**config.mk**
```make
export PLATFORM = sky130hd
export DESIGN_NAME = signed_integer_to_radix_text_top_flat
export DESIGN_NICKNAME = d
export VERILOG_FILES = /design/src/sv/sirt_pkg.sv /design/src/sv/sirt_if.sv /design/src/sv/sirt_digit_stack.sv /design/src/sv/signed_integer_to_radix_text_top.sv /design/src/flat_wrapper.sv
export VERILOG_INCLUDE_DIRS = /design/src /design/src/sv
export SDC_FILE = /design/constraint.sdc
export NUM_CORES = 1
export LEC_CHECK = 0
export BUFFER_PORTS_ARGS = -buffer_cell sky130_fd_sc_hd__buf_2
export CAP_MARGIN = 20
export CELL_PAD_IN_SITES_DETAIL_PLACEMENT = 0
export CELL_PAD_IN_SITES_GLOBAL_PLACEMENT = 1
export CORE_ASPECT_RATIO = 0.75
export CORE_MARGIN = 4
export CORE_UTILIZATION = 43
export CTS_CLUSTER_DIAMETER = 60
export DETAILED_ROUTE_END_ITERATION = 8
export GPL_ROUTABILITY_DRIVEN = 0
export PLACE_DENSITY_LB_ADDON = 0.08
export SYNTH_ARGS = -nofsm -noshare
export SYNTH_HDL_FRONTEND = slang
export SYNTH_SLANG_ARGS = --single-unit
```
**constraint.sdc**
```tcl
create_clock -name clk -period 8 [get_ports clk]
set_clock_uncertainty 0.05 [all_clocks]
set_input_delay 0.4 -clock clk [delete_from_list [all_inputs] [get_ports clk]]
set_output_delay 0.4 -clock clk [all_outputs]
set_load 0.05 [all_outputs]
```
**src/sv/signed_integer_to_radix_text_top_assert.svh**
```systemverilog
// Assertion macros for the radix text converter.
`ifndef SIGNED_INTEGER_TO_RADIX_TEXT_TOP_ASSERT_SVH
`define SIGNED_INTEGER_TO_RADIX_TEXT_TOP_ASSERT_SVH
`ifndef ASSERT_OFF
`define SIRT_ASSERT_IMP(lbl, ante, cons, msg) \
	lbl: assert property (@(posedge clk) disable iff (!arst_n) (ante) |-> (cons)) \
		else $error(msg);
`define SIRT_ASSERT_NEXT(lbl, ante, cons, msg) \
	lbl: assert property (@(posedge clk) disable iff (!arst_n) (ante) |=> (cons)) \
		else $error(msg);
`else
`define SIRT_ASSERT_IMP(lbl, ante, cons, msg)
`define SIRT_ASSERT_NEXT(lbl, ante, cons, msg)
`endif
`endif

```
**src/sv/sirt_pkg.sv**
```systemverilog
// Types, constants and the digit glyph function of the radix text converter.
`default_nettype none
package sirt_pkg;
	typedef logic signed [31:0] value_t;
	typedef logic [31:0] mag_t;
	typedef logic [7:0] char_t;
	typedef logic [5:0] radix_t;

	localparam radix_t RADIX_RESET = 6'd10;
	localparam radix_t RADIX_MIN = 6'd2;
	localparam radix_t RADIX_MAX = 6'd36;
	localparam char_t MINUS_CHAR = 8'h2D;
	localparam char_t NUL_CHAR = 8'h00;
	localparam char_t CHAR_ZERO = 8'h30;
	localparam char_t CHAR_LETTER_BASE = 8'h57;
	localparam radix_t FIRST_LETTER_DIGIT = 6'd10;

	typedef struct packed {
		logic push;
		logic pop;
		char_t push_char;
	} stack_ctrl_t;

	function automatic char_t glyph(input radix_t d);
		char_t c;
		if (d < FIRST_LETTER_DIGIT) begin
			c = CHAR_ZERO + {2'b00, d};
		end else begin
			c = CHAR_LETTER_BASE + {2'b00, d};
		end
		return c;
	endfunction
endpackage
`default_nettype wire

```
**src/sv/sirt_if.sv**
```systemverilog
// Valid/ready channel interfaces for the input values and the output characters.
`default_nettype none
interface sirt_in_if;
	import sirt_pkg::*;
	logic valid;
	logic ready;
	value_t value;
	modport source(output valid, output value, input ready);
	modport sink(input valid, input value, output ready);
endinterface

interface sirt_out_if;
	import sirt_pkg::*;
	logic valid;
	logic ready;
	char_t text_char;
	logic last_char;
	modport source(output valid, output text_char, output last_char, input ready);
	modport sink(input valid, input text_char, input last_char, output ready);
endinterface
`default_nettype wire

```
**src/sv/sirt_digit_stack.sv**
```systemverilog
// Shift-register stack that reverses the characters of one conversion.
`default_nettype none
module sirt_digit_stack #(
	parameter int DEPTH = 33,
	parameter int CNT_W = $clog2(DEPTH + 1)
) (
	input  logic                  clk,
	input  logic                  arst_n,
	input  sirt_pkg::stack_ctrl_t ctrl,
	output sirt_pkg::char_t       top_char,
	output logic [CNT_W-1:0]      count
);
	import sirt_pkg::*;

	char_t store_q [DEPTH];
	logic [CNT_W-1:0] count_q;
	logic do_push;

	assign do_push = ctrl.push && (count_q < CNT_W'(DEPTH));

	always_ff @(posedge clk) begin
		if (do_push) begin
			store_q[0] <= ctrl.push_char;
			for (int i = 1; i < DEPTH; i++) begin
				store_q[i] <= store_q[i-1];
			end
		end else if (ctrl.pop) begin
			for (int i = 0; i < DEPTH - 1; i++) begin
				store_q[i] <= store_q[i+1];
			end
		end
	end

	always_ff @(posedge clk or negedge arst_n) begin
		if (!arst_n) begin
			count_q <= '0;
		end else if (do_push) begin
			count_q <= count_q + CNT_W'(1);
		end else if (ctrl.pop) begin
			count_q <= count_q - CNT_W'(1);
		end
	end

	assign top_char = store_q[0];
	assign count = count_q;
endmodule
`default_nettype wire

```
**src/sv/signed_integer_to_radix_text_top.sv**
```systemverilog
// Top level of the signed integer to radix text converter.
//
// A 32-bit signed value enters on in_ch and leaves as ASCII text on out_ch, one
// character per beat, most significant first, with last_char set on the final beat.
// The base comes from the radix register at byte address 0 of the APB port; bases
// outside 2 to 36 give a single NUL beat. A negative value starts with a minus sign.
// A bit-serial restoring divider produces one quotient bit per cycle; the first
// character becomes valid once all digits, and the minus sign of a negative value,
// have been produced, and the others follow one per cycle while the receiver is ready.
// The next value can be accepted once the last character has entered the output
// register. An invalid base gives its NUL beat without any division.
// One value is converted at a time: in_ch.ready is high only while no conversion or
// drain is in progress, but the last character may still wait in the output register.
// When the receiver stalls, the output register holds its beat and the drain waits.
// Reset sets the radix to ten, empties the character stack and clears out_ch.valid.
`default_nettype none
`include "signed_integer_to_radix_text_top_assert.svh"
module signed_integer_to_radix_text_top #(
	parameter int MAX_CHARS = 33
) (
	input  logic        clk,
	input  logic        arst_n,
	input  logic        psel,
	input  logic        penable,
	input  logic        pwrite,
	input  logic [2:0]  paddr,
	input  logic [31:0] pwdata,
	output logic [31:0] prdata,
	output logic        pready,
	sirt_in_if.sink     in_ch,
	sirt_out_if.source  out_ch
);
	import sirt_pkg::*;

	localparam int CNT_W = $clog2(MAX_CHARS + 1);
	localparam logic REG_RADIX = 1'b0;
	localparam logic [1:0] ST_IDLE = 2'd0;
	localparam logic [1:0] ST_DIV  = 2'd1;
	localparam logic [1:0] ST_SIGN = 2'd2;
	localparam logic [1:0] ST_EMIT = 2'd3;
	localparam logic [4:0] LAST_BIT = 5'd31;

	logic [1:0] state_q;
	radix_t radix_q;
	radix_t base_q;
	logic neg_q;
	mag_t div_q;
	radix_t rem_q;
	logic [4:0] bit_q;
	logic out_valid_q;
	char_t out_char_q;
	logic out_last_q;

	mag_t raw;
	mag_t mag;
	logic valid_base;
	logic in_fire;
	logic out_free;
	logic [6:0] trial;
	logic ge;
	radix_t rem_next;
	mag_t quo_next;
	logic digit_done;
	stack_ctrl_t stack_ctrl;
	char_t top_char;
	logic [CNT_W-1:0] count;

	assign pready = 1'b1;
	assign prdata = (paddr[2] == REG_RADIX) ? {26'd0, radix_q} : 32'd0;

	always_ff @(posedge clk or negedge arst_n) begin
		if (!arst_n) begin
			radix_q <= RADIX_RESET;
		end else if (psel && penable && pwrite && paddr[2] == REG_RADIX) begin
			radix_q <= pwdata[5:0];
		end
	end

	assign raw = mag_t'(in_ch.value);
	assign mag = raw[31] ? (~raw + 32'd1) : raw;
	assign valid_base = (radix_q >= RADIX_MIN) && (radix_q <= RADIX_MAX);
	assign in_ch.ready = (state_q == ST_IDLE);
	assign in_fire = in_ch.valid && in_ch.ready;
	assign out_free = !out_valid_q || out_ch.ready;

	assign trial = {rem_q, div_q[31]};
	assign ge = trial >= {1'b0, base_q};
	assign rem_next = ge ? 6'(trial - {1'b0, base_q}) : trial[5:0];
	assign quo_next = {div_q[30:0], ge};
	assign digit_done = (bit_q == LAST_BIT);

	always_comb begin
		stack_ctrl.push = 1'b0;
		stack_ctrl.pop = 1'b0;
		stack_ctrl.push_char = NUL_CHAR;
		unique case (state_q)
			ST_IDLE: begin
				stack_ctrl.push = in_fire && !valid_base;
			end
			ST_DIV: begin
				stack_ctrl.push = digit_done;
				stack_ctrl.push_char = glyph(rem_next);
			end
			ST_SIGN: begin
				stack_ctrl.push = 1'b1;
				stack_ctrl.push_char = MINUS_CHAR;
			end
			ST_EMIT: begin
				stack_ctrl.pop = out_free;
			end
			default: begin
				stack_ctrl.push = 1'b0;
			end
		endcase
	end

	sirt_digit_stack #(
		.DEPTH(MAX_CHARS),
		.CNT_W(CNT_W)
	) u_stack (
		.clk(clk),
		.arst_n(arst_n),
		.ctrl(stack_ctrl),
		.top_char(top_char),
		.count(count)
	);

	always_ff @(posedge clk or negedge arst_n) begin
		if (!arst_n) begin
			state_q <= ST_IDLE;
			bit_q <= '0;
		end else begin
			unique case (state_q)
				ST_IDLE: begin
					bit_q <= '0;
					if (in_fire) begin
						state_q <= valid_base ? ST_DIV : ST_EMIT;
					end
				end
				ST_DIV: begin
					bit_q <= bit_q + 5'd1;
					if (digit_done && quo_next == '0) begin
						state_q <= neg_q ? ST_SIGN : ST_EMIT;
					end
				end
				ST_SIGN: begin
					state_q <= ST_EMIT;
				end
				ST_EMIT: begin
					if (out_free && count == CNT_W'(1)) begin
						state_q <= ST_IDLE;
					end
				end
				default: begin
					state_q <= ST_IDLE;
				end
			endcase
		end
	end

	always_ff @(posedge clk) begin
		if (in_fire) begin
			base_q <= radix_q;
			neg_q <= raw[31];
			div_q <= mag;
			rem_q <= '0;
		end else if (state_q == ST_DIV) begin
			div_q <= quo_next;
			rem_q <= digit_done ? '0 : rem_next;
		end
	end

	always_ff @(posedge clk or negedge arst_n) begin
		if (!arst_n) begin
			out_valid_q <= 1'b0;
		end else if (state_q == ST_EMIT && out_free) begin
			out_valid_q <= 1'b1;
		end else if (out_ch.ready) begin
			out_valid_q <= 1'b0;
		end
	end

	always_ff @(posedge clk) begin
		if (state_q == ST_EMIT && out_free) begin
			out_char_q <= top_char;
			out_last_q <= (count == CNT_W'(1));
		end
	end

	assign out_ch.valid = out_valid_q;
	assign out_ch.text_char = out_char_q;
	assign out_ch.last_char = out_last_q;

	`SIRT_ASSERT_IMP(a_emit_not_empty, state_q == ST_EMIT, count != '0, "drain with empty stack")
	`SIRT_ASSERT_IMP(a_rem_below_base, state_q == ST_DIV, rem_q < base_q, "remainder not below base")
	`SIRT_ASSERT_NEXT(a_bad_base_one_char, in_fire && !valid_base, state_q == ST_EMIT && count == CNT_W'(1), "bad base must give one character")
endmodule
`default_nettype wire
```
**src/flat_wrapper.sv**
```systemverilog
// flat-port wrapper written by rule: the top's interface ports become plain ports
module signed_integer_to_radix_text_top_flat import sirt_pkg::*;
#(
	parameter int MAX_CHARS = 33
)
  (clk, arst_n, psel, penable, pwrite, paddr, pwdata, prdata, pready, in_ch_valid, in_ch_value, in_ch_ready, out_ch_valid, out_ch_text_char, out_ch_last_char, out_ch_ready);
  sirt_in_if in_ch_i ();
  sirt_out_if out_ch_i ();
  input  logic clk;
  input  logic arst_n;
  input  logic psel;
  input  logic penable;
  input  logic pwrite;
  input  logic [2:0] paddr;
  input  logic [31:0] pwdata;
  output logic [31:0] prdata;
  output logic pready;
  input wire logic [$bits(in_ch_i.valid)-1:0] in_ch_valid;
  input wire logic [$bits(in_ch_i.value)-1:0] in_ch_value;
  output wire logic [$bits(in_ch_i.ready)-1:0] in_ch_ready;
  output wire logic [$bits(out_ch_i.valid)-1:0] out_ch_valid;
  output wire logic [$bits(out_ch_i.text_char)-1:0] out_ch_text_char;
  output wire logic [$bits(out_ch_i.last_char)-1:0] out_ch_last_char;
  input wire logic [$bits(out_ch_i.ready)-1:0] out_ch_ready;
  assign in_ch_i.valid = in_ch_valid;
  assign in_ch_i.value = in_ch_value;
  assign in_ch_ready = in_ch_i.ready;
  assign out_ch_valid = out_ch_i.valid;
  assign out_ch_text_char = out_ch_i.text_char;
  assign out_ch_last_char = out_ch_i.last_char;
  assign out_ch_i.ready = out_ch_ready;
  signed_integer_to_radix_text_top #(.MAX_CHARS(MAX_CHARS)) u_core (.clk(clk), .arst_n(arst_n), .psel(psel), .penable(penable), .pwrite(pwrite), .paddr(paddr), .pwdata(pwdata), .prdata(prdata), .pready(pready), .in_ch(in_ch_i), .out_ch(out_ch_i));
endmodule
```
Word level (Yosys, flattened, before mapping)
Memory sizes are Yosys's and may differ from the RTL's.
Cells that the tools add are included.

storage, ports and cells
  logic and storage cells = 144
  memories = 1
  register bits = 74
  input port bits = 74
  output and inout bits = 44
  memory bits (writable) = 264

operators by class
  add/sub/neg operators = 7
  reduce and logical (&&, ||, !) cells = 20
  equality and inequality tests = 8
  mux-type cells = 58
  bitwise gates (word level) = 34
  magnitude comparators = 5

memory list
  name                    words  width  read ports  clocked after Yosys merged registers in  write ports  RTL line                text
  u_core.u_stack.store_q  33     8      33          0                                        33           sirt_digit_stack.sv:15  char_t store_q [DEPTH];

operators with widths
  cell                                                                count
  two-way mux 8 bit                                                   33
  two-way mux 32 bit                                                  3
  adder 32 x 1 -> 32 bit (second input constant)                      1
  zero test 32 bit                                                    1
  inverter 32 bit                                                     1
  OR 1 bit                                                            32
  two-way mux 6 bit                                                   5
  one-hot mux 8 bit (2 select lines)                                  1
  logical AND 1 bit                                                   10
  one-hot mux 5 bit (2 select lines)                                  1
  two-way mux 1 bit                                                   9
  adder 7 x 6 -> 8 bit (first input constant)                         1
  two-way mux 2 bit                                                   4
  one-hot mux 2 bit (4 select lines)                                  1
  nonzero test 2 bit                                                  4
  adder 6 x 6 -> 7 bit (first input constant)                         1
  greater-or-equal comparator 7 x 6 -> 1 bit                          1
  adder 6 x 1 -> 6 bit (second input constant)                        1
  == test 6 x 1 -> 1 bit (second input constant)                      1
  greater-or-equal comparator 6 x 2 -> 1 bit (second input constant)  1
  <= comparator 6 bit (second input constant)                         1
  less-than comparator 6 x 4 -> 1 bit (second input constant)         1
  less-than comparator 6 bit (second input constant)                  1
  subtractor 6 x 1 -> 6 bit (second input constant)                   1
  other kinds (13)                                                    16

Depth between registers and ports, before layout
Gate-level depths: netlist of run 1.

  word-level depth = 9
  mapped depth = 14
  mapped depth without buffers = 13

Modules after synthesis
From an unflattened synthesis of run 1, not the netlist that was laid out.

second synthesis, totals
  cell total of the unflattened synthesis = 1048
  area, all modules = 16941.2 um^2

by module, submodules not included
  module                            instances  seq. area each (um^2)  cells each  area an instance (um^2)
  sirt_digit_stack                  1          8077.7                 609         12620.9
  signed_integer_to_radix_text_top  1          1914.3                 439         4320.4

Worst setup path after synthesis of run 1
OpenSTA, ideal clock, no wires.

  kind = flip-flop to flip-flop
  start point = reg u_core.state_q[0]
  end point = mem u_core.u_stack.store_q[0][0] (netlist name), enable pin
  arrival time = 8522 ps
  data required time = 7283 ps
  buffers on the path = 0
  setup time = 667 ps
  stages on the path, launching flop included = 8
  clock period less this slack = 9238 ps
  slack = -1238 ps
  cell sequence = dfrtp_1 > inv_1 > ha_1 > nand2_1 > inv_2 > o21ai_1 > a221oi_2 > nand2b_1

RTL lines
  item                      RTL line                                 text
  start: declaration        signed_integer_to_radix_text_top.sv:43   logic [1:0] state_q;
  start signal: assignment  signed_integer_to_radix_text_top.sv:137  state_q <= valid_base ? ST_DIV : ST_EMIT;
  start signal: assignment  signed_integer_to_radix_text_top.sv:143  state_q <= neg_q ? ST_SIGN : ST_EMIT;
  end: declaration          sirt_digit_stack.sv:15

==> results of run 1 <==
## sequential cells by signal, summed over array words and instances, names as in the netlist
register / count
u_core.base_q: 6
u_core.bit_q: 5
u_core.div_q: 32
u_core.neg_q: 1
u_core.out_ch.last_char: 1
u_core.out_ch.text_char: 8
u_core.out_ch.valid: 1
u_core.radix_q: 6
u_core.rem_q: 6
u_core.state_q: 2
u_core.u_stack.count: 6
u_core.u_stack.store_q: 264
## routing by layer
| metal | vias to the layer above | track usage | part of all wire |
|---|---|---|---|
| met5 | - | 0 | 0 |
| met4 | 0 | 0.0408 | 0.021 |
| met3 | 48 | 0.0297 | 0.039 |
| met2 | 149 | 0.210 | 0.41 |
| met1 | 4873 | 0.237 | 0.53 |
| li1 | 5228 | - | - |
## stage by stage
stage                      util  cell area, µm²  power, mW  std cells  hold WS (ps)
final                     0.485           17500       8.13       2080          55.4
after global routing      0.485           17500       8.78       2080          27.5
after detailed placement  0.454           16400       6.60       2018           347
after floorplan               -           15800       5.97       1579          54.4
after CTS                 0.485           17500       8.24       2080          22.6
after global placement    0.454           16400       6.55       2018           338
## path summary, 6_finish.rpt
kind	slack, ps	end	from
setup / recovery	3850	u_core.u_stack.store_q[2][55]$_DFFE_PP_	u_core.state_q[1]$_DFFE_PN0P_
hold / removal	60	u_core.radix_q[3]$_DFFE_PN1P_	pwdata[3]
setup reg to reg	3850	u_core.u_stack.store_q[2][55]$_DFFE_PP_	u_core.state_q[1]$_DFFE_PN0P_
hold reg to reg	400	u_core.u_stack.store_q[4][4]$_DFFE_PP_	u_core.u_stack.store_q[3][60]$_DFFE_PP_
max in group asynchronous	7210	u_core.radix_q[1]$_DFFE_PN1P_	arst_n
min in group asynchronous	320	u_core.bit_q[2]$_DFFE_PN0P_	arst_n
## placed cells by master (no fill, tap or decap), drive strengths merged, types with 3 or more instances in the layout
cell type  instances
a21boi             3
mux2i             11
o21ai             52
nand2b             9
inv               23
clkinv            11
edfxtp           312
buf               70
ha                22
conb              27
nand3              5
nand2            805
nor2b             12
xor2              32
nor4              14
and3               5
nor3               7
or3                4
nand4              5
mux2               7
a211oi             4
a21oi             15
xnor2              8
o31ai             13
dfxtp              6
dfrtp             18
nor2              29
o41ai              5
clkbuf            47
## synthesized netlist by cell type (4+ instances only)
| cell type | count | share of area |
|---|---|---|
| a21oi_1 | 15 | 0.0048 |
| and3_1 | 5 | 0.0020 |
| buf_1 | 7 | 0.0017 |
| buf_4 | 27 | 0.013 |
| clkbuf_1 | 61 | 0.015 |
| dfrtp_1 | 18 | 0.029 |
| dfxtp_1 | 6 | 0.0076 |
| edfxtp_1 | 312 | 0.59 |
| ha_1 | 22 | 0.017 |
| inv_1 | 19 | 0.0045 |
| mux2_2 | 7 | 0.0050 |
| mux2i_1 | 9 | 0.0057 |
| nand2_1 | 805 | 0.19 |
| nand2b_1 | 9 | 0.0036 |
| nand3_1 | 5 | 0.0016 |
| nand4_1 | 5 | 0.0020 |
| nor2_1 | 29 | 0.0069 |
| nor2b_1 | 12 | 0.0048 |
| nor3_1 | 7 | 0.0022 |
| nor4_1 | 11 | 0.0044 |
| o21ai_0 | 34 | 0.011 |
| o21ai_1 | 17 | 0.0054 |
| o31ai_1 | 11 | 0.0052 |
| o41ai_1 | 4 | 0.0022 |
| or3_1 | 4 | 0.0016 |
| xnor2_1 | 8 | 0.0044 |
| xor2_1 | 32 | 0.018 |
## power groups by stage
stage / combinational, mW / sequential, mW / clock, mW
after global routing: 3.00 / 4.06 / 1.73
after CTS: 2.65 / 3.94 / 1.65
final: 2.59 / 3.94 / 1.60
after global placement: 2.60 / 3.94 / 0
after detailed placement: 2.64 / 3.96 / 0
after floorplan: 2.00 / 3.97 / 0
## kinds of logic after synthesis
group                    Yosys count
AND/OR/NAND/NOR                  906
flip-flops                       338
buffers and inverters            117
AO/OA/AOI/OAI                    110
XOR/XNOR                          40
adder cells (fa/ha/maj)           23
multiplexers                      18
other                              2
## worst max-delay path, cell delays in order, from the launching register on
cell	delay, ps
dfrtp_1	430
inv_1	100
ha_1	330
nand2_2	80
buf_4	320
inv_2	320
o21ai_1	210
a221oi_2	290
buf_4	280
nand2b_4	500
buf_12	750
## cell type report
class / instances / area [µm²] / share of cell area
Tap cell: 465 / 582 / 0.0333
Timing Repair Buffer: 71 / 405 / 0.0232
Multi-Input combinational cell: 1124 / 5320 / 0.304
Clock inverter: 14 / 92.6 / 0.00530
Sequential cell: 338 / 9990 / 0.572
Clock buffer: 47 / 1010 / 0.0575
Inverter: 21 / 86.3 / 0.00494
==> results.md, run 1 <==
- The final-report max-slew violation count is 0.
- The combinational share of power is 0.318.
- For this configuration, the core starts out at a cell density of 0.437.
- The multiplexer share of the synthesized area is 0.0130.
- The repair_antennas step left the layout with diodes totalling 0.
- The TritonCTS clock tree is yes.
- The final HPWL from detailed placement is between 15,000 and 20,000 µm.
- In this run the post-CTS setup repair buffer count came out at 0.
- The number of nets in the layout is 1,690.
- Of all nets on the critical path, the largest fanout is 180.
- STA classifies the critical path startpoint as a register.
- For the worst setup path, the data required time is 8100 ps.
- The count of nets left with antenna violations after detail routing is 0.
- The first global-routing pass estimated 50,600 µm of wire.
- The post-route clock period utilization is 0.519.
- The leakage power is 7.40 nW.
- At the pin with the least slew margin, the transition time is 1040 ps.
- The overall fraction of global-route tracks in use is 0.150.
- For this run, the detailed router's first-pass iteration total came to 5.
- The I/O pin count is between 100 and 150.
- The clock latency on the worst-skew pair is 530 ps.
- The most common flop cell mapped by yosys is edfxtp_1.
- The count of unique library cells instantiated by Yosys is 63.
- For the worst flop-to-flop path, the logic depth is 10.
- Summed over all nets, the switching power comes to 2.96 mW.
- The total overflow left after global routing is 0.
- The number of warnings printed during yosys synthesis is 0.
- The clock net sink count is 338.
- The core box area is about 36,000 µm².
- The initial antenna violation count is 0.
- Entering global routing, the biggest net connects about 180 pins.
- The synthesized instance count is about 1.6k.
- The number of buffers between clock root and the deepest sink is 3.
- The vertical die dimension is about 170 µm.
- The count of buffers added on input and output ports is 62.
- The floorplan step defined a die boundary enclosing slightly below 40,000 µm².
- The clock-pin slew reported for the worst setup and hold paths after clock tree synthesis is approximately 60 ps.
- The number of hold violations in the final report came to 0.
- The routed length per instance is 14.6 µm.
- Summing over every cut layer, the via total after detailed routing is 10.3k.
- Fill cells in the final layout number between 3k and 4k.
- The post-synthesis simple-gate area fraction is 0.229.
- The fmax is around 240 MHz.
- The hold-fix buffer count after cts is 1.
- The fraction of final layout cells sized beyond drive strength 1 is 0.0898.
- The power density relative to cell area is 465 nW/µm².
- The post-synthesis cell area is ~16,000 µm².
- The via count of the first global-routing pass was about 9.9k.
- The setup violation total in the final timing report is 0.
- Wires add up to between 30,000 and 40,000 µm.
- The area growth from synthesis to layout is 11.0%.
- Of the synthesized area, sequential elements account for 0.634.
- The number of placement rows is 60.
- The maximum level of the CTS H-tree is 2.
- IR analysis of the VDD net gives a maximum drop of between 0.0004 and 0.0005 V.
- For the worst setup path, the data arrival time is roughly 4300 ps.
- The run finished with clean final reports.
- After synthesis the netlist holds a flip-flop and latch count of approximately 340.
- The sort of element at the end of the critical path is a register.
- The synthesized design contains 312 enable-type register cells.
- The first routing iteration left 793 violations.
- The post-synthesis share of cell area spent on full adders, half adders and majority gates is 0.0187.
- The tree is rooted in a clkbuf_16.
- The max-cap check violation count is 0.
- The share of total power dissipated in sequential elements is 0.484.
- The die is about 230 µm wide.
- The design internal power is 5.16 mW.
- The accumulated negative setup slack is 0 ps.
- The post-detailed-route via-to-cell ratio is 4.95.
- The count of cells resized by post-cts repair is 0.
- Of the total power, the share spent switching nets is 0.364.
- Each instance of the synthesized netlist takes up on average roughly 10 µm².
- The residual DRC count is 0.
- The fraction of registers with async set or reset after synthesis is 0.0592.
- The setup path with the least slack is of type reg -> reg.
- The worst setup slack after placement is roughly 3800 ps.
- The least setup slack across all paths after layout is roughly 3800 ps.
- The clock period could shrink to between 4000 and 5000 ps.
- The relative slew slack is 0.304.
- The share of the synthesized area in compound gates (AO/OA/AOI/OAI) is 0.0469.
- The number of instances on the worst hold path is 2.
- The CTS buffer count is 37.
- The clock share of power is 0.197.
- The dominant combinational cell family by area after synthesis is simple AND/OR/NAND/NOR gates.
- The path class of the tightest hold or removal check is in -> reg.
- The synthesized-area fraction occupied by xor and xnor cells is 0.0222.
- Setup repair after global routing left no endpoint under its margin.
No activity file was read; power rests on OpenSTA's default activity.
==> inputs of run 2 (changes only) <==
Settings changed: ABC_AREA from default to 1.
Clock period 8 ns to 3.4 ns, I/O delays scaled along.
==> run 2 against run 1 <==
Against the previous run:
- sequential cell count stayed put
- routed wire length is 0.54% lower
- combinational power up 140%
- sequential power is 130% higher
- cell area up 0.44%
- via count down 0.31%
- utilization rose by 0.42 points
- synthesized area down 0.56%
- first-iteration DRC count rose by 0.63%
- sequential share of layout area down 0.25 points
- maximum frequency grew 44%
- register-to-register slack got worse by 3300 ps
==> results.md, run 2 <==
- The core box area is 35,900 µm² (was 36,000 µm²).
- The worst setup slack for register-to-register paths is 520 ps (was 3850 ps).
- The largest stage delay on the critical path is 400 ps (was 750 ps).
- The residual DRC count was 0 (unchanged).
- The number of nets in the layout is 1,699 (was 1,690).
- The number of warnings printed during yosys synthesis is 0 (unchanged).
- The sequential-to-total area share from yosys stat was 0.638 (was 0.634).
- The kind of critical path is reg -> reg (unchanged).
- The post-route clock period utilization is 0.847 (was 0.519).
- The transition time at the pin with the least slew margin is 935 ps (was 1040 ps).
- The die area is 39,600 µm² (was 39,800 µm²).
- The critical path required time is 3610 ps (was 8100 ps).
- The setup violation total in the final timing report came to 0 (unchanged).
- The routed length per instance is 14.5 µm (was 14.6 µm).
- The TritonCTS clock tree is yes (unchanged).
- The max-cap check violation count is 0 (unchanged).
- The top register by number of flip-flops is u_core.u_stack.store_q (unchanged).
- The minimum period implied by the final worst setup slack came to 2880 ps (was 4150 ps).
- The count of cells resized by post-cts repair came to 0 (unchanged).
- The most frequent standard cell in the layout excluding fill and tap cells is nand2_1 (unchanged).
- The number of flip-flops in the largest register came to 264 (unchanged).
- The buffer cell driving the clock tree root is clkbuf_16 (unchanged).
- The worst setup slack after placement is 500 ps (was 3820 ps).
- The setup fix buffers added after clock tree synthesis is 0 (unchanged).
- The synthesized area per cell came to 10.2 µm² (was 10.1 µm²).
- The overall fraction of global-route tracks in use is 0.150 (about the same).
- The post-synthesis cell area is 15,700 µm² (was 15,800 µm²).
- The fmax is 347 MHz (was 241 MHz).
- The power density relative to cell area came to 1070 nW/µm² (was 465 nW/µm²).
- The post-detailed-route via-to-cell ratio was 4.91 (was 4.95).
- The least setup slack across all paths after layout was 520 ps (was 3850 ps).
- Highest-count cells in the layout ignoring fill and taps: nand2_1, edfxtp_1, o21ai_0, inv_1, buf_2 (was nand2_1, edfxtp_1, buf_2, clkbuf_16, o21ai_0).
- CP cell instances: inv_1 > ha_1 > inv_1 > fa_1 > nand3_1 > nand2_1 > xor2_1 > nand2_1 > nand2_1 > inv_1 > ha_1 > inv_1 > nor2_4 > nand2_4 > nand2_4 > nand2_1 > inv_1 > nand2_1 > nand2_1 > nand2_1 > nand2_1 > nand2_1 (was inv_1 > ha_1 > nand2_2 > buf_4 > inv_2 > o21ai_1 > a221oi_2 > buf_4 > nand2b_4 > buf_12).
- The largest net degree at the start of global routing is 216 (was 181).
- The number of port buffers is 62 (unchanged).
- The share of the synthesized area in the top cell type is 0.598 (was 0.595).
- The initial standard-cell utilization of the core is 0.436 (was 0.437).
- The instance area after placement is 16,400 µm² (about the same).
- The number of enable flip-flop cells after synthesis is 312 (unchanged).
- The global-route wire length before repair is 49,900 µm (was 50,600 µm).
- The tightest hold margin is 33.6 ps (was 55.4 ps).
- The maximum ir drop on the vdd rail was 0.000851 V (was 0.000424 V).
- RSZ-0062 raised after global routing: false (unchanged).
- The synthesized instance count was 1,543 (was 1,554).
- The dominant cell by count in the synthesized netlist is nand2_1 (unchanged).
- The fraction of registers with async set or reset after synthesis is 0.0592 (unchanged).
- The dominant cell type by area after synthesis is edfxtp_1 (unchanged).
- The most repeated library cell on the critical path is nand2_1 (was buf_4).
- The flip-flop and latch count after synthesis is 338 (unchanged).
- The I/O pin count is 118 (unchanged).
- The count of nets left with antenna violations after detail routing is 0 (unchanged).
- The vertical die dimension is 173 µm (was 174 µm).
- The count of inserted antenna diode cells was 0 (unchanged).
- The final-report max-slew violation count is 0 (unchanged).
- The worst hold-check path type is in -> reg (unchanged).
- The total non-filler cell area in the finished layout is 17,600 µm² (was 17,500 µm²).
- The number of hold violations in the final report came to 0 (unchanged).
- Cell types occupying the most area after synthesis: edfxtp_1, nand2_1, o21ai_0 (was edfxtp_1, nand2_1, dfrtp_1).
- The worst path arrival time is 3090 ps (was 4250 ps).
- The top cell family by delay on the critical path is simple AND/OR/NAND/NOR gates (was buffers and inverters).
- The initial antenna violation count is 0 (unchanged).
- The area added between synthesis and finish was 12.1% (was 11.0%).
- The sort of element at the end of the critical path is a register (unchanged).
- The worst path buffer plus inverter count came to 5 (unchanged).
- The number of buffers between clock root and the deepest sink is 3 (unchanged).
- The total grt overflow was 0 (unchanged).
- The sort of element at the start of the critical path is a register (unchanged).
- The clock-pin slew reported for the worst setup and hold paths after clock tree synthesis is 60 ps (about the same).
- The number of iterations in the first detailed-routing pass is 6 (was 5).
- The clock latency on the worst-skew pair came to 510 ps (was 530 ps).
- The clock net sink count was 338 (unchanged).
- The via count of the first global-routing pass is 9,682 (was 9,914).
- The final HPWL from detailed placement is 18,600 µm (was 17,800 µm).
- The number of placement rows came to 60 (unchanged).
- The leakage power is 7.22 nW (was 7.40 nW).
- Run status: complete, no violations (unchanged).
- The count of vias placed by the detailed router is 10.3k (about the same).
- The final wirelength is 30,300 µm (was 30,400 µm).
- The accumulated negative setup slack is 0 ps (unchanged).
- The count of unique library cells instantiated by Yosys was 47 (was 63).
- The maximum level of the CTS H-tree is 2 (unchanged).
- The fraction of final layout cells sized beyond drive strength 1 is 0.0917 (was 0.0898).
- The CTS buffer count came to 37 (unchanged).
- The detailed router's first-iteration violation count came to 798 (was 793).
- The die span in x is 228 µm (was 229 µm).
- The maximum fanout count along the critical path came to 8 (was 180).
- The relative slew slack is 0.376 (was 0.304).
- The hold-fix buffer count after cts is 13 (was 1).
- Post-synth top cells: nand2_1, edfxtp_1, o21ai_0 (was nand2_1, edfxtp_1, clkbuf_1).
- The slowest cell on the critical path is fa_1 (was buf_12).
- The most common flop cell mapped by yosys is edfxtp_1 (unchanged).
-- run 2: cell types whose count changed after synthesis, sizes merged, moves of 12 or more --
cell | before | now
nand2 | 805 | 403
o21ai | 52 | 298
inv | 21 | 189
nand3 | 5 | 40
nor2 | 29 | 55
nor2b | 12 | 0
-- run 2: worst reg2reg max path: stages (launching register included) --
cell and delay, ps:
edfxtp_1 360, inv_1 110, ha_1 160, inv_1 40, fa_1 400, nand3_1 100, nand2_1 60, xor2_1 140
nand2_1 50, nand2_1 90, inv_1 200, ha_1 180, inv_1 60, nor2_4 120, nand2_4 70, nand2_4 100
nand2_1 60, inv_1 40, nand2_1 40, nand2_1 50, nand2_1 40, nand2_1 60, nand2_1 50
-- run 2: final timing paths --
kind / startpoint / end / cells after the start
hold reg to reg: u_core.radix_q[0]$_DFFE_PN0P_ / u_core.base_q[0]$_DFFE_PP_ / 0
min in group asynchronous: arst_n / u_core.u_stack.count[2]$_DFFE_PN0P_ / 2
max in group asynchronous: arst_n / u_core.radix_q[1]$_DFFE_PN1P_ / 2
hold / removal: in_ch_value[8] / u_core.div_q[8]$_DFFE_PP_ / 3
setup / recovery: u_core.div_q[31]$_DFFE_PP_ / u_core.u_stack.store_q[0][5]$_DFFE_PP_ / 22
setup reg to reg: u_core.div_q[31]$_DFFE_PP_ / u_core.u_stack.store_q[0][5]$_DFFE_PP_ / 22
-- run 2: kinds of logic (layout without fill, tap and decap cells) --
group | Yosys count | after routing | synth area share
simple gates | 530 | 530 | 0.141
buf+inv | 285 | 341 | 0.0750
other cells | 2 | 27 | 0.000479
flops | 338 | 338 | 0.638
xor+xnor | 32 | 32 | 0.0179
fa+ha+maj | 23 | 23 | 0.0189
compound gates | 333 | 333 | 0.109
-- run 2: layer usage --
metal / global-route usage / part of all wire / wire [µm] / vias up
li1: - / - / - / 5249
met5: 0 / 0 / 0 / -
met1: 0.245 / 0.54 / 16300 / 4830
met2: 0.204 / 0.40 / 12200 / 143
met3: 0.0310 / 0.044 / 1320 / 44
met4: 0.0324 / 0.015 / 468 / 0
-- run 2: stage by stage --
stage / utilization / total power [mW] / std cells
floorplan: - / 13.5 / 1568
global placement: 0.457 / 15.3 / 2015
detailed placement: 0.457 / 15.4 / 2015
CTS: 0.489 / 19.1 / 2089
global route: 0.489 / 20.4 / 2089
finish: 0.489 / 18.8 / 2089
-- run 2: final cells by class --
| cell class | count | area (µm²) |
|---|---|---|
| clock buffer | 44 | 952 |
| inverter | 191 | 723 |
| clock inverter | 17 | 77.6 |
| multi-input combinational | 945 | 4610 |
| tap | 465 | 582 |
| sequential | 338 | 9990 |
| timing repair buffer | 89 | 621 |
| fill | 3387 | 18300 |
-- run 2: where the power goes --
part           switching [mW]  leakage, nW  internal (mW)  total, mW
logic                    4.42         3.44           1.77       6.19
clock network            1.54        0.502           1.98       3.53
registers               0.878         3.28           8.16       9.04
